[config.mk]
export PLATFORM = sky130hd
export DESIGN_NAME = midpoint_line_rasterizer_top_flat
export DESIGN_NICKNAME = d
export VERILOG_FILES = /design/src/hw/rtl/mlr_pkg.sv /design/src/hw/rtl/mlr_if.sv /design/src/hw/rtl/mlr_front.sv /design/src/hw/rtl/mlr_queue.sv /design/src/hw/rtl/mlr_back.sv /design/src/hw/rtl/midpoint_line_rasterizer_top.sv /design/src/flat_wrapper.sv
export SDC_FILE = /design/constraint.sdc
export NUM_CORES = 1
export LEC_CHECK = 0
export BUFFER_PORTS_ARGS = -buffer_cell sky130_fd_sc_hd__buf_4
export CAP_MARGIN = 20
export CORE_AREA = 2 2 100 175
export DETAILED_ROUTE_END_ITERATION = 16
export DIE_AREA = 0 0 102 177
export PLACE_DENSITY = 0.76
export SETUP_SLACK_MARGIN = 0.4
export SKIP_LAST_GASP = 1
export SLEW_MARGIN = 20
export SYNTH_ARGS = -nofsm -noshare
export SYNTH_HDL_FRONTEND = slang
export SYNTH_SLANG_ARGS = --single-unit
export TNS_END_PERCENT = 50
[constraint.sdc]
create_clock -name i_clk -period 16.8 [get_ports i_clk]
set_clock_uncertainty 0.15 [all_clocks]
set_input_delay 0.84 -clock i_clk [delete_from_list [all_inputs] [get_ports i_clk]]
set_output_delay 0.84 -clock i_clk [all_outputs]
set_load 0.03 [all_outputs]
[src/hw/rtl/mlr_pkg.sv]
// ---------------------------------------------------------------------------
// mlr_pkg
// shared constants, types and codes of the midpoint line rasterizer
// ---------------------------------------------------------------------------
package mlr_pkg;

    localparam int COORD_BITS   = 6;
    localparam int CFG_BITS     = COORD_BITS + 1;
    localparam int COLOR_BITS   = 4;
    localparam int DEC_BITS     = COORD_BITS + 3;
    localparam int CFG_IDX_BITS = 2;
    localparam int QUEUE_DEPTH  = 2;
    localparam int QPTR_BITS    = $clog2(QUEUE_DEPTH);
    localparam int QCNT_BITS    = $clog2(QUEUE_DEPTH + 1);

    localparam logic [CFG_IDX_BITS-1:0] REG_CANVAS_ROWS = CFG_IDX_BITS'(0);
    localparam logic [CFG_IDX_BITS-1:0] REG_CANVAS_COLS = CFG_IDX_BITS'(1);

    localparam logic [CFG_BITS-1:0] CANVAS_RESET = CFG_BITS'(64);

    typedef logic [COORD_BITS-1:0]      t_coord;
    typedef logic [CFG_BITS-1:0]        t_canvas;
    typedef logic [COLOR_BITS-1:0]      t_color;
    typedef logic signed [DEC_BITS-1:0] t_dec;

    // one classified line command
    typedef struct packed {
        t_coord major_start;
        t_coord minor_start;
        t_coord major_end;
        t_dec   decision;
        t_dec   inc_straight;
        t_dec   inc_diagonal;
        logic   steep;
        logic   step_down;
        t_color color;
    } t_line;

    typedef enum logic {
        ST_IDLE,
        ST_WALK
    } t_walk_state;

endpackage

[src/hw/rtl/mlr_if.sv]
// ---------------------------------------------------------------------------
// mlr channel interfaces
// line command, pixel and register write channels
// ---------------------------------------------------------------------------
interface mlr_cmd_if;
    logic                  valid;
    logic                  ready;
    mlr_pkg::t_coord       start_col;
    mlr_pkg::t_coord       start_row;
    mlr_pkg::t_coord       end_col;
    mlr_pkg::t_coord       end_row;
    mlr_pkg::t_color       pen_color;

    modport source (output valid, start_col, start_row, end_col, end_row, pen_color,
                    input ready);
    modport sink   (input valid, start_col, start_row, end_col, end_row, pen_color,
                    output ready);
endinterface

interface mlr_pix_if;
    logic                  valid;
    logic                  ready;
    mlr_pkg::t_coord       pixel_row;
    mlr_pkg::t_coord       pixel_col;
    mlr_pkg::t_color       pixel_color;
    logic                  in_bounds;
    logic                  last_pixel;

    modport source (output valid, pixel_row, pixel_col, pixel_color, in_bounds, last_pixel,
                    input ready);
    modport sink   (input valid, pixel_row, pixel_col, pixel_color, in_bounds, last_pixel,
                    output ready);
endinterface

interface mlr_cfg_if;
    logic                                  valid;
    logic                                  ready;
    logic [mlr_pkg::CFG_IDX_BITS-1:0]      index;
    logic [mlr_pkg::CFG_BITS-1:0]          data;

    modport source (output valid, index, data, input ready);
    modport sink   (input valid, index, data, output ready);
endinterface

[src/hw/rtl/mlr_front.sv]
// ---------------------------------------------------------------------------
// mlr_front
// takes line commands, picks the major axis, orders the endpoints and
// sets up the midpoint decision terms
// ---------------------------------------------------------------------------
module mlr_front (
    mlr_cmd_if.sink        i_cmd,
    input  logic           i_full,
    output logic           o_push,
    output mlr_pkg::t_line o_line
);

    mlr_pkg::t_coord dc;
    mlr_pkg::t_coord dr;
    mlr_pkg::t_coord dx;
    mlr_pkg::t_coord dy;
    mlr_pkg::t_coord a0;
    mlr_pkg::t_coord b0;
    mlr_pkg::t_coord a1;
    mlr_pkg::t_coord b1;
    logic            steep;
    logic            swap;
    mlr_pkg::t_dec   two_dy;
    mlr_pkg::t_dec   two_dx;
    mlr_pkg::t_dec   dx_ext;

    assign i_cmd.ready = !i_full;
    assign o_push      = i_cmd.valid && !i_full;

    always_comb begin
        dc    = (i_cmd.start_col > i_cmd.end_col) ? i_cmd.start_col - i_cmd.end_col
                                                  : i_cmd.end_col - i_cmd.start_col;
        dr    = (i_cmd.start_row > i_cmd.end_row) ? i_cmd.start_row - i_cmd.end_row
                                                  : i_cmd.end_row - i_cmd.start_row;
        steep = dr > dc;
        dx    = steep ? dr : dc;
        dy    = steep ? dc : dr;
        if (steep) begin
            a0 = i_cmd.start_row;
            b0 = i_cmd.start_col;
            a1 = i_cmd.end_row;
            b1 = i_cmd.end_col;
        end else begin
            a0 = i_cmd.start_col;
            b0 = i_cmd.start_row;
            a1 = i_cmd.end_col;
            b1 = i_cmd.end_row;
        end
        swap   = a0 > a1;
        two_dy = mlr_pkg::t_dec'({2'b00, dy, 1'b0});
        two_dx = mlr_pkg::t_dec'({2'b00, dx, 1'b0});
        dx_ext = mlr_pkg::t_dec'({3'b000, dx});

        o_line.major_start  = swap ? a1 : a0;
        o_line.minor_start  = swap ? b1 : b0;
        o_line.major_end    = swap ? a0 : a1;
        o_line.step_down    = swap ? (b1 > b0) : (b0 > b1);
        o_line.steep        = steep;
        o_line.decision     = two_dy - dx_ext;
        o_line.inc_straight = two_dy;
        o_line.inc_diagonal = two_dy - two_dx;
        o_line.color        = i_cmd.pen_color;
    end

endmodule

[src/hw/rtl/mlr_queue.sv]
// ---------------------------------------------------------------------------
// mlr_queue
// short queue of classified line commands between front and walker
// ---------------------------------------------------------------------------
module mlr_queue (
    input  logic           i_clk,
    input  logic           i_rst_n,
    input  logic           i_push,
    input  mlr_pkg::t_line i_data,
    output logic           o_full,
    output logic           o_valid,
    output mlr_pkg::t_line o_data,
    input  logic           i_pop
);

    mlr_pkg::t_line                   r_mem [mlr_pkg::QUEUE_DEPTH];
    logic [mlr_pkg::QPTR_BITS-1:0]    r_wr_ptr;
    logic [mlr_pkg::QPTR_BITS-1:0]    r_rd_ptr;
    logic [mlr_pkg::QCNT_BITS-1:0]    r_count;
    logic [mlr_pkg::QPTR_BITS-1:0]    n_wr_ptr;
    logic [mlr_pkg::QPTR_BITS-1:0]    n_rd_ptr;
    logic [mlr_pkg::QCNT_BITS-1:0]    n_count;

    localparam logic [mlr_pkg::QPTR_BITS-1:0] PTR_LAST =
        mlr_pkg::QPTR_BITS'(mlr_pkg::QUEUE_DEPTH - 1);
    localparam logic [mlr_pkg::QCNT_BITS-1:0] CNT_FULL =
        mlr_pkg::QCNT_BITS'(mlr_pkg::QUEUE_DEPTH);

    assign o_full  = r_count == CNT_FULL;
    assign o_valid = r_count != '0;
    assign o_data  = r_mem[r_rd_ptr];

    always_comb begin
        n_wr_ptr = r_wr_ptr;
        n_rd_ptr = r_rd_ptr;
        n_count  = r_count;
        if (i_push) begin
            n_wr_ptr = (r_wr_ptr == PTR_LAST) ? '0 : r_wr_ptr + 1'b1;
        end
        if (i_pop) begin
            n_rd_ptr = (r_rd_ptr == PTR_LAST) ? '0 : r_rd_ptr + 1'b1;
        end
        if (i_push && !i_pop) begin
            n_count = r_count + 1'b1;
        end else if (i_pop && !i_push) begin
            n_count = r_count - 1'b1;
        end else begin
            n_count = r_count;
        end
    end

    always_ff @(posedge i_clk) begin
        if (!i_rst_n) begin
            r_wr_ptr <= '0;
            r_rd_ptr <= '0;
            r_count  <= '0;
        end else begin
            r_wr_ptr <= n_wr_ptr;
            r_rd_ptr <= n_rd_ptr;
            r_count  <= n_count;
        end
    end

    always_ff @(posedge i_clk) begin
        if (i_push) begin
            r_mem[r_wr_ptr] <= i_data;
        end
    end

    a_no_overflow: assert property (@(posedge i_clk) disable iff (!i_rst_n)
        o_full |-> !i_push)
        else $error("queue written while full");

    a_no_underflow: assert property (@(posedge i_clk) disable iff (!i_rst_n)
        i_pop |-> o_valid)
        else $error("queue read while empty");

    a_count_range: assert property (@(posedge i_clk) disable iff (!i_rst_n)
        r_count <= CNT_FULL)
        else $error("queue count out of range");

endmodule

[src/hw/rtl/mlr_back.sv]
// ---------------------------------------------------------------------------
// mlr_back
// walks one line along its major axis, one pixel per cycle while the pixel
// output is not stalled, into an output register with a canvas bounds flag
// ---------------------------------------------------------------------------
module mlr_back (
    input  logic            i_clk,
    input  logic            i_rst_n,
    input  logic            i_q_valid,
    input  mlr_pkg::t_line  i_q_data,
    output logic            o_q_pop,
    input  mlr_pkg::t_canvas i_canvas_rows,
    input  mlr_pkg::t_canvas i_canvas_cols,
    mlr_pix_if.source       o_pix
);

    mlr_pkg::t_walk_state r_state;
    mlr_pkg::t_walk_state n_state;

    mlr_pkg::t_coord r_major;
    mlr_pkg::t_coord r_minor;
    mlr_pkg::t_coord r_major_end;
    mlr_pkg::t_dec   r_decision;
    mlr_pkg::t_dec   r_inc_straight;
    mlr_pkg::t_dec   r_inc_diagonal;
    logic            r_steep;
    logic            r_step_down;
    mlr_pkg::t_color r_color;

    logic            r_vld;
    mlr_pkg::t_coord r_row;
    mlr_pkg::t_coord r_col;
    mlr_pkg::t_color r_pix_color;
    logic            r_inb;
    logic            r_last;

    logic            fire;
    logic            at_end;
    logic            go_straight;
    mlr_pkg::t_coord cur_row;
    mlr_pkg::t_coord cur_col;

    assign at_end      = r_major == r_major_end;
    assign go_straight = r_decision[mlr_pkg::DEC_BITS-1] || (r_decision == '0);
    assign cur_row     = r_steep ? r_major : r_minor;
    assign cur_col     = r_steep ? r_minor : r_major;

    // next state
    always_comb begin
        n_state = r_state;
        unique case (r_state)
            mlr_pkg::ST_IDLE: begin
                if (i_q_valid) begin
                    n_state = mlr_pkg::ST_WALK;
                end
            end
            mlr_pkg::ST_WALK: begin
                if (fire && at_end) begin
                    n_state = mlr_pkg::ST_IDLE;
                end
            end
            default: n_state = mlr_pkg::ST_IDLE;
        endcase
    end

    // state outputs
    always_comb begin
        o_q_pop = 1'b0;
        fire    = 1'b0;
        unique case (r_state)
            mlr_pkg::ST_IDLE: o_q_pop = i_q_valid;
            mlr_pkg::ST_WALK: fire    = !r_vld || o_pix.ready;
            default: begin
                o_q_pop = 1'b0;
                fire    = 1'b0;
            end
        endcase
    end

    always_ff @(posedge i_clk) begin
        if (!i_rst_n) begin
            r_state <= mlr_pkg::ST_IDLE;
            r_vld   <= 1'b0;
        end else begin
            r_state <= n_state;
            if (fire) begin
                r_vld <= 1'b1;
            end else if (o_pix.ready) begin
                r_vld <= 1'b0;
            end
        end
    end

    always_ff @(posedge i_clk) begin
        if (o_q_pop) begin
            r_major        <= i_q_data.major_start;
            r_minor        <= i_q_data.minor_start;
            r_major_end    <= i_q_data.major_end;
            r_decision     <= i_q_data.decision;
            r_inc_straight <= i_q_data.inc_straight;
            r_inc_diagonal <= i_q_data.inc_diagonal;
            r_steep        <= i_q_data.steep;
            r_step_down    <= i_q_data.step_down;
            r_color        <= i_q_data.color;
        end else if (fire && !at_end) begin
            r_major <= r_major + 1'b1;
            if (go_straight) begin
                r_decision <= r_decision + r_inc_straight;
            end else begin
                r_decision <= r_decision + r_inc_diagonal;
                r_minor    <= r_step_down ? r_minor - 1'b1 : r_minor + 1'b1;
            end
        end
    end

    always_ff @(posedge i_clk) begin
        if (fire) begin
            r_row       <= cur_row;
            r_col       <= cur_col;
            r_pix_color <= r_color;
            r_inb       <= ({1'b0, cur_row} < i_canvas_rows) &&
                           ({1'b0, cur_col} < i_canvas_cols);
            r_last      <= at_end;
        end
    end

    assign o_pix.valid       = r_vld;
    assign o_pix.pixel_row   = r_row;
    assign o_pix.pixel_col   = r_col;
    assign o_pix.pixel_color = r_pix_color;
    assign o_pix.in_bounds   = r_inb;
    assign o_pix.last_pixel  = r_last;

    a_walk_in_range: assert property (@(posedge i_clk) disable iff (!i_rst_n)
        r_state == mlr_pkg::ST_WALK |-> r_major <= r_major_end)
        else $error("walker passed the line end");

    a_last_ends_walk: assert property (@(posedge i_clk) disable iff (!i_rst_n)
        fire && at_end |=> r_state == mlr_pkg::ST_IDLE && r_vld && r_last)
        else $error("last pixel did not close the line");

    a_pop_only_idle: assert property (@(posedge i_clk) disable iff (!i_rst_n)
        o_q_pop |-> i_q_valid && !fire)
        else $error("command taken while walking");

endmodule

[src/hw/rtl/midpoint_line_rasterizer_top.sv]
// first pixel of a line goes through the queue, walker idle state and output register
// the walker pops the next line only after the last pixel of the current one
// walker sets the rate: idle pop state, then one pixel per cycle unless output stalls
// a two-entry command queue lets the front take commands while a line is walked
// reset: queue emptied, walker idle, no pixel valid, canvas size back to 64 x 64
// ---------------------------------------------------------------------------
// midpoint_line_rasterizer_top
// midpoint line rasterizer: command front end, queue, pixel walker, registers
// ---------------------------------------------------------------------------
module midpoint_line_rasterizer_top (
    input  logic     i_clk,
    input  logic     i_rst_n,
    mlr_cmd_if.sink  i_cmd,
    mlr_cfg_if.sink  i_cfg,
    mlr_pix_if.source o_pix
);

    mlr_pkg::t_canvas r_canvas_rows;
    mlr_pkg::t_canvas r_canvas_cols;

    logic           q_full;
    logic           q_push;
    mlr_pkg::t_line q_in;
    logic           q_valid;
    mlr_pkg::t_line q_out;
    logic           q_pop;

    assign i_cfg.ready = 1'b1;

    always_ff @(posedge i_clk) begin
        if (!i_rst_n) begin
            r_canvas_rows <= mlr_pkg::CANVAS_RESET;
            r_canvas_cols <= mlr_pkg::CANVAS_RESET;
        end else if (i_cfg.valid) begin
            unique case (i_cfg.index)
                mlr_pkg::REG_CANVAS_ROWS: r_canvas_rows <= i_cfg.data;
                mlr_pkg::REG_CANVAS_COLS: r_canvas_cols <= i_cfg.data;
                default: ;
            endcase
        end
    end

    mlr_front u_front (
        .i_cmd  (i_cmd),
        .i_full (q_full),
        .o_push (q_push),
        .o_line (q_in)
    );

    mlr_queue u_queue (
        .i_clk   (i_clk),
        .i_rst_n (i_rst_n),
        .i_push  (q_push),
        .i_data  (q_in),
        .o_full  (q_full),
        .o_valid (q_valid),
        .o_data  (q_out),
        .i_pop   (q_pop)
    );

    mlr_back u_back (
        .i_clk         (i_clk),
        .i_rst_n       (i_rst_n),
        .i_q_valid     (q_valid),
        .i_q_data      (q_out),
        .o_q_pop       (q_pop),
        .i_canvas_rows (r_canvas_rows),
        .i_canvas_cols (r_canvas_cols),
        .o_pix         (o_pix)
    );

endmodule
[src/flat_wrapper.sv]
// flat-port wrapper written by rule: the top's interface ports become plain ports
module midpoint_line_rasterizer_top_flat 
  (i_clk, i_rst_n, i_cmd_valid, i_cmd_start_col, i_cmd_start_row, i_cmd_end_col, i_cmd_end_row, i_cmd_pen_color, i_cmd_ready, i_cfg_valid, i_cfg_index, i_cfg_data, i_cfg_ready, o_pix_valid, o_pix_pixel_row, o_pix_pixel_col, o_pix_pixel_color, o_pix_in_bounds, o_pix_last_pixel, o_pix_ready);
  mlr_cmd_if i_cmd_i ();
  mlr_cfg_if i_cfg_i ();
  mlr_pix_if o_pix_i ();
  input  logic i_clk;
  input  logic i_rst_n;
  input wire logic [$bits(i_cmd_i.valid)-1:0] i_cmd_valid;
  input wire logic [$bits(i_cmd_i.start_col)-1:0] i_cmd_start_col;
  input wire logic [$bits(i_cmd_i.start_row)-1:0] i_cmd_start_row;
  input wire logic [$bits(i_cmd_i.end_col)-1:0] i_cmd_end_col;
  input wire logic [$bits(i_cmd_i.end_row)-1:0] i_cmd_end_row;
  input wire logic [$bits(i_cmd_i.pen_color)-1:0] i_cmd_pen_color;
  output wire logic [$bits(i_cmd_i.ready)-1:0] i_cmd_ready;
  input wire logic [$bits(i_cfg_i.valid)-1:0] i_cfg_valid;
  input wire logic [$bits(i_cfg_i.index)-1:0] i_cfg_index;
  input wire logic [$bits(i_cfg_i.data)-1:0] i_cfg_data;
  output wire logic [$bits(i_cfg_i.ready)-1:0] i_cfg_ready;
  output wire logic [$bits(o_pix_i.valid)-1:0] o_pix_valid;
  output wire logic [$bits(o_pix_i.pixel_row)-1:0] o_pix_pixel_row;
  output wire logic [$bits(o_pix_i.pixel_col)-1:0] o_pix_pixel_col;
  output wire logic [$bits(o_pix_i.pixel_color)-1:0] o_pix_pixel_color;
  output wire logic [$bits(o_pix_i.in_bounds)-1:0] o_pix_in_bounds;
  output wire logic [$bits(o_pix_i.last_pixel)-1:0] o_pix_last_pixel;
  input wire logic [$bits(o_pix_i.ready)-1:0] o_pix_ready;
  assign i_cmd_i.valid = i_cmd_valid;
  assign i_cmd_i.start_col = i_cmd_start_col;
  assign i_cmd_i.start_row = i_cmd_start_row;
  assign i_cmd_i.end_col = i_cmd_end_col;
  assign i_cmd_i.end_row = i_cmd_end_row;
  assign i_cmd_i.pen_color = i_cmd_pen_color;
  assign i_cmd_ready = i_cmd_i.ready;
  assign i_cfg_i.valid = i_cfg_valid;
  assign i_cfg_i.index = i_cfg_index;
  assign i_cfg_i.data = i_cfg_data;
  assign i_cfg_ready = i_cfg_i.ready;
  assign o_pix_valid = o_pix_i.valid;
  assign o_pix_pixel_row = o_pix_i.pixel_row;
  assign o_pix_pixel_col = o_pix_i.pixel_col;
  assign o_pix_pixel_color = o_pix_i.pixel_color;
  assign o_pix_in_bounds = o_pix_i.in_bounds;
  assign o_pix_last_pixel = o_pix_i.last_pixel;
  assign o_pix_i.ready = o_pix_ready;
  midpoint_line_rasterizer_top u_core (.i_clk(i_clk), .i_rst_n(i_rst_n), .i_cmd(i_cmd_i), .i_cfg(i_cfg_i), .o_pix(o_pix_i));
endmodule
## Yosys cells after proc, flatten, opt, wreduce, memory -nomap -nowiden

Memories as Yosys holds them, arrays and structs flattened. A register that Yosys moved wholly into a read port is not among the register bits.
Cells that the tools add are included.

| word-level totals | value |
|---|---|
| memories kept | 1 |
| input bits | 42 |
| bits in read-only memories | 0 |
| latch bits | 0 |
| logic and storage cells | 110 |
| memory bits (writable) | 96 |
| flip-flop bits (word level) | 89 |

Memory list:

| name | words | bits a word | read ports | clocked after Yosys merged registers in | write ports | RTL line | text |
|---|---|---|---|---|---|---|---|
| u_core.u_queue.r_mem | 2 | 48 | 1 | 1 | 1 | mlr_queue.sv:16 | `mlr_pkg::t_line r_mem [mlr_pkg::QUEUE_DEPTH];` |

| cells by class | value |
|---|---|
| $mul | 0 |
| bitwise operators | 1 |
| reduce and logical (&&, ||, !) cells | 22 |
| div/mod/pow operators | 0 |
| order comparisons | 8 |
| shift-type cells | 0 |
| add/sub/neg operators | 15 |
| multiplexer cells | 38 |
| equality and inequality tests | 4 |

Operators with widths:

| operator | count |
|---|---|
| $mux W6 | 19 |
| $gt A6 B6 Y1 | 6 |
| $mux W9 | 3 |
| $sub A6 B6 Y6 | 4 |
| $add A9 B9 Y9 | 2 |
| $lt A6 B7 Y1 | 2 |
| $mux W1 | 13 |
| $add A6 B1 Y6 const B | 2 |
| $logic_not A9 Y1 | 1 |
| $reduce_bool A2 Y1 | 4 |
| $sub A7 B6 Y8 | 1 |
| $sub A7 B7 Y8 | 1 |
| $eq A6 B6 Y1 | 1 |
| $logic_and A1 B1 Y1 | 6 |
| $reduce_and A2 Y1 | 3 |
| $sub A6 B1 Y6 const B | 1 |
| $logic_not A1 Y1 | 5 |
| $mux W2 | 2 |
| $add A1 B1 Y1 const B | 2 |
| $add A2 B1 Y2 const B | 1 |
| $eq A2 B1 Y1 const B | 1 |
| $eq A2 B2 Y1 const B | 1 |
| $logic_not A2 Y1 | 1 |
| $logic_or A1 B1 Y1 | 2 |
| other kinds (4) | 4 |

## Longest topological paths before layout

Gate-level depths: netlist of run 1.

| logic depth | value |
|---|---|
| word-level depth | 7 |
| depth in mapped cells | 31 |

## By module

Synthesis of run 1 repeated with hierarchy kept, for this count alone.

| second synthesis, totals | value |
|---|---|
| cells, all modules | 882 |
| area, all modules | 10686.5 µm² |

By module, submodules not included:

| module | instances | seq. area each (µm²) | cells each | area each (µm²) |
|---|---|---|---|---|
| mlr_queue | 1 | 3163.0 | 181 | 3896.2 |
| mlr_back | 1 | 2112.0 | 279 | 3565.9 |
| mlr_front | 1 | 0.0 | 365 | 2653.8 |
| midpoint_line_rasterizer_top | 1 | 280.3 | 57 | 570.5 |

## Least setup slack after synthesis of run 1

No wires, ideal clock.

| timing | value |
|---|---|
| path type | input to register |
| start | in i_cmd_start_row[0] |
| end | mem u_core.u_queue.r_mem[0][36] (netlist bit) (data pin) |
| arrival time | 5.944 ns |
| path slack | 10.435 ns |
| required time | 16.378 ns |
| library setup time | 0.272 ns |
| buffers on the path | 4 |
| stages on the path | 30 |
| path through | inv_1 ha_1 inv_1 fa_1 a211oi_4 o21a_1 o211ai_1 o21ai_0 xor2_1 inv_1 ha_1 a211oi_1 nor2_1 o31ai_4 buf_6 buf_2 nor2_1 a21oi_1 inv_1 ha_1 nor2b_1 o21a_1 o21ai_0 nand2b_1 a21oi_1 nor2b_1 o22ai_1 buf_2 buf_2 mux2i_1 |

RTL lines:

| element | RTL line | text |
|---|---|---|
| start: declaration | flat_wrapper.sv:11 | `input wire logic [$bits(i_cmd_i.start_row)-1:0] i_cmd_start_row;` |
| end: declaration | mlr_queue.sv:16 |  |

==> results of run 1 <==
==> worst max path at each step <==
stage                       startpoint  slack [ns]                               endpoint  cells after the start
global placement    i_cmd_start_row[0]        9.96  u_core.u_queue.r_mem[0][46]$_DFFE_PP_                     29
global route        i_cmd_start_row[0]        9.72  u_core.u_queue.r_mem[1][33]$_DFFE_PP_                     29
CTS                 i_cmd_start_row[0]       10.25  u_core.u_queue.r_mem[1][33]$_DFFE_PP_                     29
detailed placement  i_cmd_start_row[0]        9.80  u_core.u_queue.r_mem[1][33]$_DFFE_PP_                     29
floorplan           i_cmd_start_row[0]       10.43  u_core.u_queue.r_mem[0][36]$_DFFE_PP_                     30
finish              i_cmd_start_row[0]       10.17  u_core.u_queue.r_mem[0][36]$_DFFE_PP_                     29
==> cell usage after synthesis (all sizes together), types with 8 or more instances <==
master	count	area, um2
o211ai	9	77.6
nor2	51	191
o21a	8	61.3
dfxtp	21	420
clkbuf	15	56.3
buf	11	68.8
mux2	44	495
edfxtp	154	4620
ha	69	863
nand3	11	55.1
mux2i	47	483
nand2	40	150
a211oi	10	87.6
xor2	11	96.3
a21oi	57	285
xnor2	22	193
inv	84	315
o21ai	38	194
a21boi	16	120
nor2b	30	188
a21o	11	82.6
==> power groups by stage <==
stage               Sequential, mW  Clock (mW)  Combinational, mW
floorplan                    0.864           0              0.860
global placement             0.849           0               1.13
detailed placement           0.859           0               1.17
CTS                          0.851       0.388               1.19
global route                 0.868       0.405               1.31
finish                       0.850       0.383               1.19
==> routing by layer <==
metal	global-route usage, %	part of all wire (%)	wire [um]
met3	3.87	2.8	602
met2	46.0	55	11800
met5	0	0	0
met1	26.3	37	7960
met4	14.7	5.3	1150
==> cell families (layout without fill, tap and decap cells) <==
group / count (synthesis) / count (layout)
mux: 91 / 91
buf+inv: 111 / 186
simple gates: 178 / 178
xor+xnor: 33 / 33
other cells: 1 / 1
fa+ha+maj: 76 / 76
compound gates: 180 / 180
flops: 175 / 175
==> area by class of cell <==
class | instances | area (um2)
tap | 227 | 284
clock inverter | 12 | 144
inverter | 85 | 319
multi-input combinational | 559 | 4400
fill | 1301 | 5560
sequential | 175 | 5050
timing repair buffer | 69 | 518
clock buffer | 20 | 437
==> registers in the layout, indices dropped and copies added (netlist names), named ones only <==
signal / cells
u_core.u_back.r_major: 6
u_core.u_back.r_state: 1
u_core.u_back.o_pix.pixel_col: 6
u_core.u_queue.r_mem: 90
u_core.u_back.r_minor: 6
u_core.u_back.o_pix.in_bounds: 1
u_core.r_canvas_cols: 7
u_core.u_back.o_pix.pixel_color: 4
u_core.u_back.r_steep: 1
u_core.u_back.r_inc_straight: 6
u_core.u_back.r_decision: 9
u_core.u_back.r_major_end: 6
u_core.u_queue.r_count: 2
u_core.u_queue.r_rd_ptr: 1
u_core.u_back.r_step_down: 1
u_core.u_back.o_pix.valid: 1
u_core.u_queue.r_wr_ptr: 1
u_core.u_back.o_pix.pixel_row: 6
u_core.u_back.o_pix.last_pixel: 1
u_core.u_back.r_color: 4
u_core.r_canvas_rows: 7
u_core.u_back.r_inc_diagonal: 7
==> worst reg2reg max path: stages (launching register included) <==
cell	delay, ns
edfxtp_1	0.41
nor4_1	0.08
a21oi_1	0.78
mux2_2	0.43
ha_1	0.22
fa_1	0.42
a21oi_1	0.19
nor2_1	0.09
nor2_1	0.20
o21bai_1	0.10
a21oi_1	0.18
xor2_1	0.17
a21oi_1	0.08
==> impl_metrics.env, run 1 <==
export IMPL_outcome="complete, no violations"
export IMPL_drv_cap=0
export IMPL_io_pins=63
export IMPL_setup_violations=0
export IMPL_synth_simple_gate_area_share_pct=9.25
export IMPL_cp_arrival_ns=6.71
export IMPL_synth_flop_cell="edfxtp_1"
export IMPL_cts_root_buf="clkbuf_16"
export IMPL_critPathRequiredTime_ns=16.88
export IMPL_switching_share_pct=38.2
export IMPL_drv_slew=0
export IMPL_p_leak_nw=4.47
export IMPL_grtUsageTotal_pct=25.1
export IMPL_synth_top_family_by_area="compound AO/OA/AOI/OAI gates"
export IMPL_core_area_um2=16700
export IMPL_utilization_pct=66.7
export IMPL_holdWs_ns=0.267
export IMPL_vdd_ir_drop_max_mv=0.106
export IMPL_critPathBufInv=7
export IMPL_drcViolationCount=0
export IMPL_dpl_hpwl_mm=16.0
export IMPL_synth_warnings=0
export IMPL_rsz0062_at_grt="false"
export IMPL_grt_pass1_wl_mm=34.0
export IMPL_vias=6624
export IMPL_rr_endpoint="u_core.u_back.r_decision[7]$_DFFE_PP_"
export IMPL_fin_tns_setup_ns=0
export IMPL_layout_setup_ws_ns=10.17
export IMPL_die_area_um2=18100
export IMPL_cts_path_max_buffers=2
export IMPL_synth_compound_area_share_pct=12.1
export IMPL_synth_xor_area_share_pct=2.93
export IMPL_first_pass_iters=5
export IMPL_period_share_pct=39.5
export IMPL_dp_slack_ns=9.80
export IMPL_fin_area_um2=11200
export IMPL_synth_nets=963
export IMPL_worst_setup_path_end_kind="register"
export IMPL_hp_class="reg -> reg"
export IMPL_synth_mux_area_share_pct=9.91
export IMPL_dpl_cell_count=1115
export IMPL_fin_cells=1147
export IMPL_antenna_found_initial=0
export IMPL_power_density_nw_per_um2=217
export IMPL_hold_viol=0
export IMPL_cp_top_family="compound AO/OA/AOI/OAI gates"
export IMPL_final_nets=1025
export IMPL_hold_end="u_core.u_back.o_pix.pixel_color[2]$_DFFE_PP_"
export IMPL_pwr_share_comb_pct=49.0
export IMPL_drt_iter0_markers=315
export IMPL_clkSinkCount=175
export IMPL_layout_common_cells="edfxtp_1 (154), inv_1 (83), ha_1 (69), buf_4 (69), a21oi_1 (57)"
export IMPL_die_h_um=177
export IMPL_max_slew_margin_rel_pct=34.7
export IMPL_drive_gt1_share_pct=17.8
export IMPL_initial_core_util_pct=59.1
export IMPL_placed_cell_area_um2=10600
export IMPL_synth_seq_cells=175
export IMPL_synth_adder_area_share_pct=10.2
export IMPL_reg2regPathDepth=12
export IMPL_synth_edf_count=154
export IMPL_rr_startpoint="u_core.u_back.r_decision[2]$_DFFE_PP_"
export IMPL_die_w_um=102
export IMPL_grt_pass1_vias=6794
export IMPL_worstSkewPairLatency_ns=0.42
export IMPL_synthCells=845
export IMPL_grt_max_degree=59
export IMPL_max_freq_mhz=151
export IMPL_hold_buffers=0
export IMPL_crit_fanout=58
export IMPL_worst_path_max_delay_cell="buf_4"
export IMPL_tightest_slew_ns=0.980
export IMPL_seqPwrFrac_pct=35.1
export IMPL_cp_common_cell="inv_1"
export IMPL_p_int_mw=1.49
export IMPL_fin_crit_ns=6.63
export IMPL_seq_area_frac_synth_pct=51.1
export IMPL_critical_path_class="in -> reg"
export IMPL_avgRoutedWirePerCell_um=18.8
export IMPL_slowest_delay_ns=0.54
export IMPL_min_path_cells=0
export IMPL_syn_area_um2=9870
export IMPL_min_from="u_core.u_back.r_color[2]$_DFFE_PP_"
export IMPL_grt_overflow_total=0
export IMPL_final_common_cell="edfxtp_1"
export IMPL_synthToLayoutAreaGrowth_pct=13.0
export IMPL_finalWeightedCongestion=0.970
export IMPL_via_per_inst=5.78
export IMPL_syn_avg_cell_area_um2=11.7
export IMPL_finalPower_mw=2.42
export IMPL_async_flop_share_pct=0
export IMPL_cts_buffers=17
export IMPL_portBuffers=61
export IMPL_cts_repair_resized=0
export IMPL_worst_setup_path_start_kind="primary input"
export IMPL_cts_setup_buffers=0
export IMPL_cts_clk_slew_worst_paths_ns=0.06
export IMPL_p_sw_mw=0.925
export IMPL_antenna_cells=0
export IMPL_r2r_setup_slack_ns=13.05
export IMPL_ant_nets=0
export IMPL_clkPwrFrac_pct=15.8
export IMPL_cts_tree="yes"
export IMPL_drt_total_wl_mm=21.5
export IMPL_fp_row_count=63
export IMPL_h_tree_depth=4
export IMPL_synth_distinct_cells=67
(Power assumes the default switching activity.)
==> inputs of run 2 (changes only) <==
--- a/config.mk
+++ b/config.mk
@@ -7,10 +7,10 @@
 export LEC_CHECK = 0
 export BUFFER_PORTS_ARGS = -buffer_cell sky130_fd_sc_hd__buf_4
 export CAP_MARGIN = 20
-export CORE_AREA = 2 2 100 175
+export CORE_AREA = 2 2 105 183
 export DETAILED_ROUTE_END_ITERATION = 16
-export DIE_AREA = 0 0 102 177
-export PLACE_DENSITY = 0.76
+export DIE_AREA = 0 0 107 185
+export PLACE_DENSITY = 0.73
 export SETUP_SLACK_MARGIN = 0.4
 export SKIP_LAST_GASP = 1
 export SLEW_MARGIN = 20
==> constraint.sdc (replaced) <==
create_clock -name i_clk -period 6 [get_ports i_clk]
set_clock_uncertainty 0.15 [all_clocks]
set_input_delay 0.3 -clock i_clk [delete_from_list [all_inputs] [get_ports i_clk]]
set_output_delay 0.3 -clock i_clk [all_outputs]
set_load 0.03 [all_outputs]
==> run 2 against run 1 <==
Die area increased by 9.6%; critical path depth decreased by 2; highest routed layer unchanged; clock power increased to 2.6 times the previous value; largest power group unchanged; sequential power increased to 2.8 times the previous value; clock-buffer cell count increased by 7; largest cell class unchanged.
==> impl_metrics.env, run 2 (synthesis gave the netlist of run 1 again) <==
export IMPL_outcome="complete, no violations"
export IMPL_vias=6598
export IMPL_clkSinkCount=175
export IMPL_die_w_um=107
export IMPL_p_sw_mw=2.67
export IMPL_grt_pass1_vias=6585
export IMPL_clkPwrFrac_pct=14.3
export IMPL_p_leak_nw=4.64
export IMPL_initial_core_util_pct=53.6
export IMPL_utilization_pct=62.9
export IMPL_rsz0062_at_grt="false"
export IMPL_final_common_cell="edfxtp_1"
export IMPL_largest_register_ffs=90
export IMPL_slowest_delay_ns=0.44
export IMPL_hold_viol=0
export IMPL_fin_area_um2=11600
export IMPL_max_freq_mhz=184
export IMPL_cts_root_buf="clkbuf_16"
export IMPL_grt_max_degree=47
export IMPL_core_area_um2=18400
export IMPL_grt_pass1_wl_mm=32.5
export IMPL_crit_fanout=11
export IMPL_switching_share_pct=37.7
export IMPL_dpl_cell_count=1128
export IMPL_min_path_cells=3
export IMPL_antenna_cells=0
export IMPL_fin_crit_ns=5.43
export IMPL_drv_slew=0
export IMPL_grt_overflow_total=0
export IMPL_dp_slack_ns=0.0242
export IMPL_cp_arrival_ns=5.55
export IMPL_drt_iter0_markers=359
export IMPL_worst_setup_path_end_kind="register"
export IMPL_drcViolationCount=0
export IMPL_placed_cell_area_um2=10600
export IMPL_finalPower_mw=7.07
export IMPL_drive_gt1_share_pct=20.6
export IMPL_ant_nets=0
export IMPL_cts_path_max_buffers=2
export IMPL_p_int_mw=4.40
export IMPL_layout_common_cells="edfxtp_1 (154), inv_1 (83), buf_4 (76)"
export IMPL_pwr_share_comb_pct=52.0
export IMPL_via_per_inst=5.57
export IMPL_regMostFlops="u_core.u_queue.r_mem"
export IMPL_avgRoutedWirePerCell_um=17.8
export IMPL_h_tree_depth=4
export IMPL_final_nets=1052
export IMPL_max_slew_margin_rel_pct=45.5
export IMPL_drt_total_wl_mm=21.1
export IMPL_worst_setup_path_start_kind="primary input"
export IMPL_seqPwrFrac_pct=33.7
export IMPL_synthToLayoutAreaGrowth_pct=17.4
export IMPL_period_share_pct=90.6
export IMPL_cts_buffers=17
export IMPL_fin_cells=1185
export IMPL_die_area_um2=19800
export IMPL_cp_common_cell="inv_1"
export IMPL_dpl_hpwl_mm=15.0
export IMPL_reg2regPathDepth=12
export IMPL_top_regs="u_core.u_queue.r_mem (90), u_core.u_back.r_decision (9)"
export IMPL_fin_tns_setup_ns=0
export IMPL_tightest_slew_ns=0.818
export IMPL_layout_setup_ws_ns=0.566
export IMPL_grtUsageTotal_pct=21.5
export IMPL_portBuffers=61
export IMPL_setup_violations=0
export IMPL_fp_row_count=66
export IMPL_power_density_nw_per_um2=610
export IMPL_drv_cap=0
export IMPL_worst_path_max_delay_cell="o31ai_4"
export IMPL_critPathRequiredTime_ns=6.12
export IMPL_hp_class="in -> reg"
export IMPL_critical_path_class="in -> reg"
export IMPL_worstSkewPairLatency_ns=0.43
export IMPL_cts_clk_slew_worst_paths_ns=0.06
export IMPL_vdd_ir_drop_max_mv=0.368
export IMPL_holdWs_ns=0.0817
export IMPL_io_pins=63
export IMPL_antenna_found_initial=0
export IMPL_die_h_um=185
export IMPL_cts_tree="yes"
export IMPL_first_pass_iters=5
export IMPL_finalWeightedCongestion=1.02
## run 2: cell count changes in the layout (fill, tap and decap cells not counted), moves of 3 or more
cell | previous run | this run
dlygate4sd3_1 | 0 | 13
buf_4 | 69 | 76
mux2i_1 | 46 | 39
clkbuf_16 | 17 | 23
a21oi_1 | 57 | 52
a21oi_2 | 0 | 5
mux2i_2 | 0 | 5
clkbuf_1 | 3 | 7
bufinv_16 | 3 | 0
clkinvlp_4 | 3 | 0
## run 2: path summary, 6_finish.rpt
check | slack, ns | start | end
max | 0.57 | i_cmd_start_row[0] | u_core.u_queue.r_mem[1][31]$_DFFE_PP_
min | 0.08 | o_pix_ready | u_core.u_back.o_pix.valid$_SDFFE_PN0P_
max reg2reg | 2.38 | u_core.u_back.r_decision[2]$_DFFE_PP_ | u_core.u_back.r_decision[8]$_DFFE_PP_
min reg2reg | 0.27 | u_core.u_back.r_color[1]$_DFFE_PP_ | u_core.u_back.o_pix.pixel_color[1]$_DFFE_PP_
## run 2: timing repair
item                                    in CTS  in global routing
endpoints found under the setup margin       0                 42
setup buffers                                0                  7
hold buffers                                13                  0
resized for setup                            0                 24
endpoints found under the hold margin       19                  0
## run 2: worst max-delay path: cells and delay by family
family | cells | cell delay [ns]
AND/OR/NAND/NOR | 3 | 0.25
buffers and inverters | 9 | 1.18
XOR/XNOR | 1 | 0.18
multiplexers | 1 | 0.24
AO/OA/AOI/OAI | 9 | 2.21
adder cells (fa/ha/maj) | 4 | 1.17
## run 2: metal layers
| metal | share of wire, % | GRT usage, % | vias to the layer above | wire length, um |
|---|---|---|---|---|
| met5 | 0 | 0 | - | 0 |
| met3 | 2.8 | 3.20 | 48 | 582 |
| met4 | 3.7 | 10.3 | 0 | 773 |
| li1 | - | - | 3234 | - |
| met2 | 56 | 40.8 | 181 | 11800 |
| met1 | 38 | 22.8 | 3135 | 7940 |
## run 2: power groups by stage
| stage | Clock, mW | Combinational (mW) | Sequential, mW |
|---|---|---|---|
| after floorplan | 0 | 2.43 | 2.42 |
| after global placement | 0 | 3.21 | 2.38 |
| after detailed placement | 0 | 3.28 | 2.40 |
| after CTS | 1.03 | 3.33 | 2.38 |
| after global routing | 1.08 | 4.05 | 2.43 |
| final | 1.01 | 3.68 | 2.38 |
## run 2: final cells by class
cell class	instances	area (um2)
repair buffers	96	852
fillers	1445	6830
flip-flops and latches	175	5050
inverters	85	319
well taps	238	298
multi-input cells	559	4530
clock inverters	5	27.5
clock buffers	27	515
==> inputs of run 3 (changes only) <==
--- a/config.mk
+++ b/config.mk
@@ -7,10 +7,10 @@
 export LEC_CHECK = 0
 export BUFFER_PORTS_ARGS = -buffer_cell sky130_fd_sc_hd__buf_4
 export CAP_MARGIN = 20
-export CORE_AREA = 2 2 105 183
+export CORE_AREA = 2 2 100 175
 export DETAILED_ROUTE_END_ITERATION = 16
-export DIE_AREA = 0 0 107 185
-export PLACE_DENSITY = 0.73
+export DIE_AREA = 0 0 102 177
+export PLACE_DENSITY = 0.76
 export SETUP_SLACK_MARGIN = 0.4
 export SKIP_LAST_GASP = 1
 export SLEW_MARGIN = 20
==> constraint.sdc (replaced) <==
create_clock -name i_clk -period 5.1 [get_ports i_clk]
set_clock_uncertainty 0.15 [all_clocks]
set_input_delay 0.255 -clock i_clk [delete_from_list [all_inputs] [get_ports i_clk]]
set_output_delay 0.255 -clock i_clk [all_outputs]
set_load 0.03 [all_outputs]
==> run 3 against run 2 <==
Worst setup slack worse by 0.33 ns; register-to-register slack worse by 1.0 ns; wire length up 24%; global-route usage up 8.4 points; combinational power up 49%; critical path type unchanged; critical endpoint is now u_core.u_queue.r_mem[1][34]$_DFFE_PP_; largest power group unchanged.
==> impl_metrics.env, run 3 (synthesis gave the netlist of run 1 again) <==
export IMPL_wl_met3_um=932
export IMPL_finalWeightedCongestion=1.00
export IMPL_rr_startpoint="u_core.u_back.r_decision[2]$_DFFE_PP_"
export IMPL_final_common_cell="buf_4"
export IMPL_cp_common_cell="buf_4"
export IMPL_grt_pass1_wl_mm=40.2
export IMPL_avgRoutedWirePerCell_um=19.9
export IMPL_cts_root_buf="clkbuf_16"
export IMPL_p_leak_nw=5.31
export IMPL_ant_nets=0
export IMPL_drive_gt1_share_pct=34.5
export IMPL_clkSinkCount=175
export IMPL_tightest_slew_ns=0.991
export IMPL_outcome="complete, no violations"
export IMPL_vias=7509
export IMPL_critPathRequiredTime_ns=5.21
export IMPL_h_tree_depth=4
export IMPL_cp_arrival_ns=4.97
export IMPL_first_pass_iters=5
export IMPL_vdd_ir_drop_max_mv=0.343
export IMPL_io_pins=63
export IMPL_hold_viol=0
export IMPL_rsz0062_at_grt="true"
export IMPL_max_freq_mhz=206
export IMPL_drv_cap=0
export IMPL_core_area_um2=16700
export IMPL_drt_iter0_markers=363
export IMPL_wl_met2_mm=14.7
export IMPL_antenna_cells=0
export IMPL_cts_tree="yes"
export IMPL_wl_met1_mm=8.73
export IMPL_dpl_hpwl_mm=18.4
export IMPL_hp_class="in -> reg"
export IMPL_largest_register_ffs=90
export IMPL_fin_area_um2=12900
export IMPL_final_nets=1192
export IMPL_worst_setup_path_start_kind="primary input"
export IMPL_cp_top_family="buffers and inverters"
export IMPL_cts_clk_slew_worst_paths_ns=0.06
export IMPL_worst_setup_path_end_kind="register"
export IMPL_power_density_nw_per_um2=733
export IMPL_utilization_pct=77.5
export IMPL_fp_row_count=63
export IMPL_regMostFlops="u_core.u_queue.r_mem"
export IMPL_grt_overflow_total=0
export IMPL_die_w_um=102
export IMPL_crit_fanout=8
export IMPL_drcViolationCount=0
export IMPL_initial_core_util_pct=59.1
export IMPL_critPathBufInv=12
export IMPL_slowest_delay_ns=0.33
export IMPL_portBuffers=61
export IMPL_nFillCells=1046
export IMPL_setup_violations=0
export IMPL_drt_total_wl_mm=26.2
export IMPL_worst_path_max_delay_cell="nor4b_2"
export IMPL_finalPower_mw=9.48
export IMPL_cts_path_max_buffers=2
export IMPL_synthToLayoutAreaGrowth_pct=31.1
export IMPL_top_regs="u_core.u_queue.r_mem (90), u_core.u_back.r_decision (9)"
export IMPL_min_from="o_pix_ready"
export IMPL_grt_pass1_vias=8034
export IMPL_layout_common_cells="buf_4 (208), edfxtp_1 (154), inv_1 (80)"
export IMPL_fin_cells=1314
export IMPL_critical_path_class="in -> reg"
export IMPL_antenna_found_initial=0
export IMPL_cts_buffers=17
export IMPL_die_area_um2=18100
export IMPL_die_h_um=177
export IMPL_grtUsageTotal_pct=29.8
export IMPL_period_share_pct=95.4
export IMPL_worstSkewPairLatency_ns=0.42
export IMPL_highest_layer="met4"
export IMPL_drv_slew=0
export IMPL_max_slew_margin_rel_pct=33.9
export IMPL_crit_start="i_cmd_end_col[0]"
export IMPL_fin_crit_ns=4.86
export IMPL_grt_max_degree=53
export IMPL_dpl_cell_count=1243
export IMPL_placed_cell_area_um2=11600
export IMPL_via_per_inst=5.71
run 3: cell types whose count changed in the layout (fill, tap and decap cells not counted), moves of 5 or more:
cell	previous run	this run
buf_6	1	6
mux2i_4	3	11
ha_1	68	62
mux2i_1	39	29
buf_4	76	208
clkbuf_16	23	17
run 3: power breakdown:
group | switching [mW] | total (mW) | internal, mW
combinational | 2.82 | 5.48 | 2.66
clock | 0.514 | 1.18 | 0.665
sequential | 0.266 | 2.83 | 2.56
total | 3.60 | 9.48 | 5.89
run 3: repair_timing:
action	in CTS	in global routing
pin swaps	18	0
endpoints found under the hold margin	20	0
setup buffers	17	6
gates resized for setup	68	18
hold buffers	13	0
setup endpoints to repair	54	54
cloned	3	0
run 3: cell type report:
class	instances	area, um2	share of cell area, %
clock inverter	12	95.1	0.735
tap	227	284	2.19
timing repair buffer	236	1950	15.1
multi-input combinational	559	4800	37.1
sequential	175	5050	39.0
clock buffer	20	437	3.37
inverter	85	332	2.56
run 3: final timing paths:
check / endpoint / cells after the start / slack [ns]
max reg2reg: u_core.u_back.r_decision[8]$_DFFE_PP_ / 12 / 1.33
max: u_core.u_queue.r_mem[1][34]$_DFFE_PP_ / 32 / 0.24
min reg2reg: u_core.u_back.o_pix.pixel_color[2]$_DFFE_PP_ / 0 / 0.27
min: u_core.u_back.o_pix.valid$_SDFFE_PN0P_ / 3 / 0.04
run 3: worst reg2reg max path: stages, from the launching register on:
cell      delay (ns)
edfxtp_1        0.42
nor4_1          0.10
a21oi_1         0.79
mux2_2          0.46
ha_1            0.27
a21o_1          0.17
a21oi_1         0.26
o21bai_1        0.12
a21oi_1         0.24
o21bai_1        0.10
a21oi_1         0.19
xnor2_1         0.14
a21oi_1         0.09
run 3: stage by stage:
step,setup TNS (ns),setup slack (ns),hold slack [ns]
final,0,0.236,0.0422
after global placement,-11.07,-0.281,0.250
after floorplan,-2.35,-0.118,0.204
after CTS,0,0.386,0.0337
after detailed placement,-16.22,-0.364,0.263
after global routing,0,0.0284,0.0614
run 3: routing by layer:
metal	up-vias	global-route usage (%)
met5	-	0
met1	3636	27.5
li1	3518	-
met4	0	18.9
met3	103	4.62
met2	252	57.9
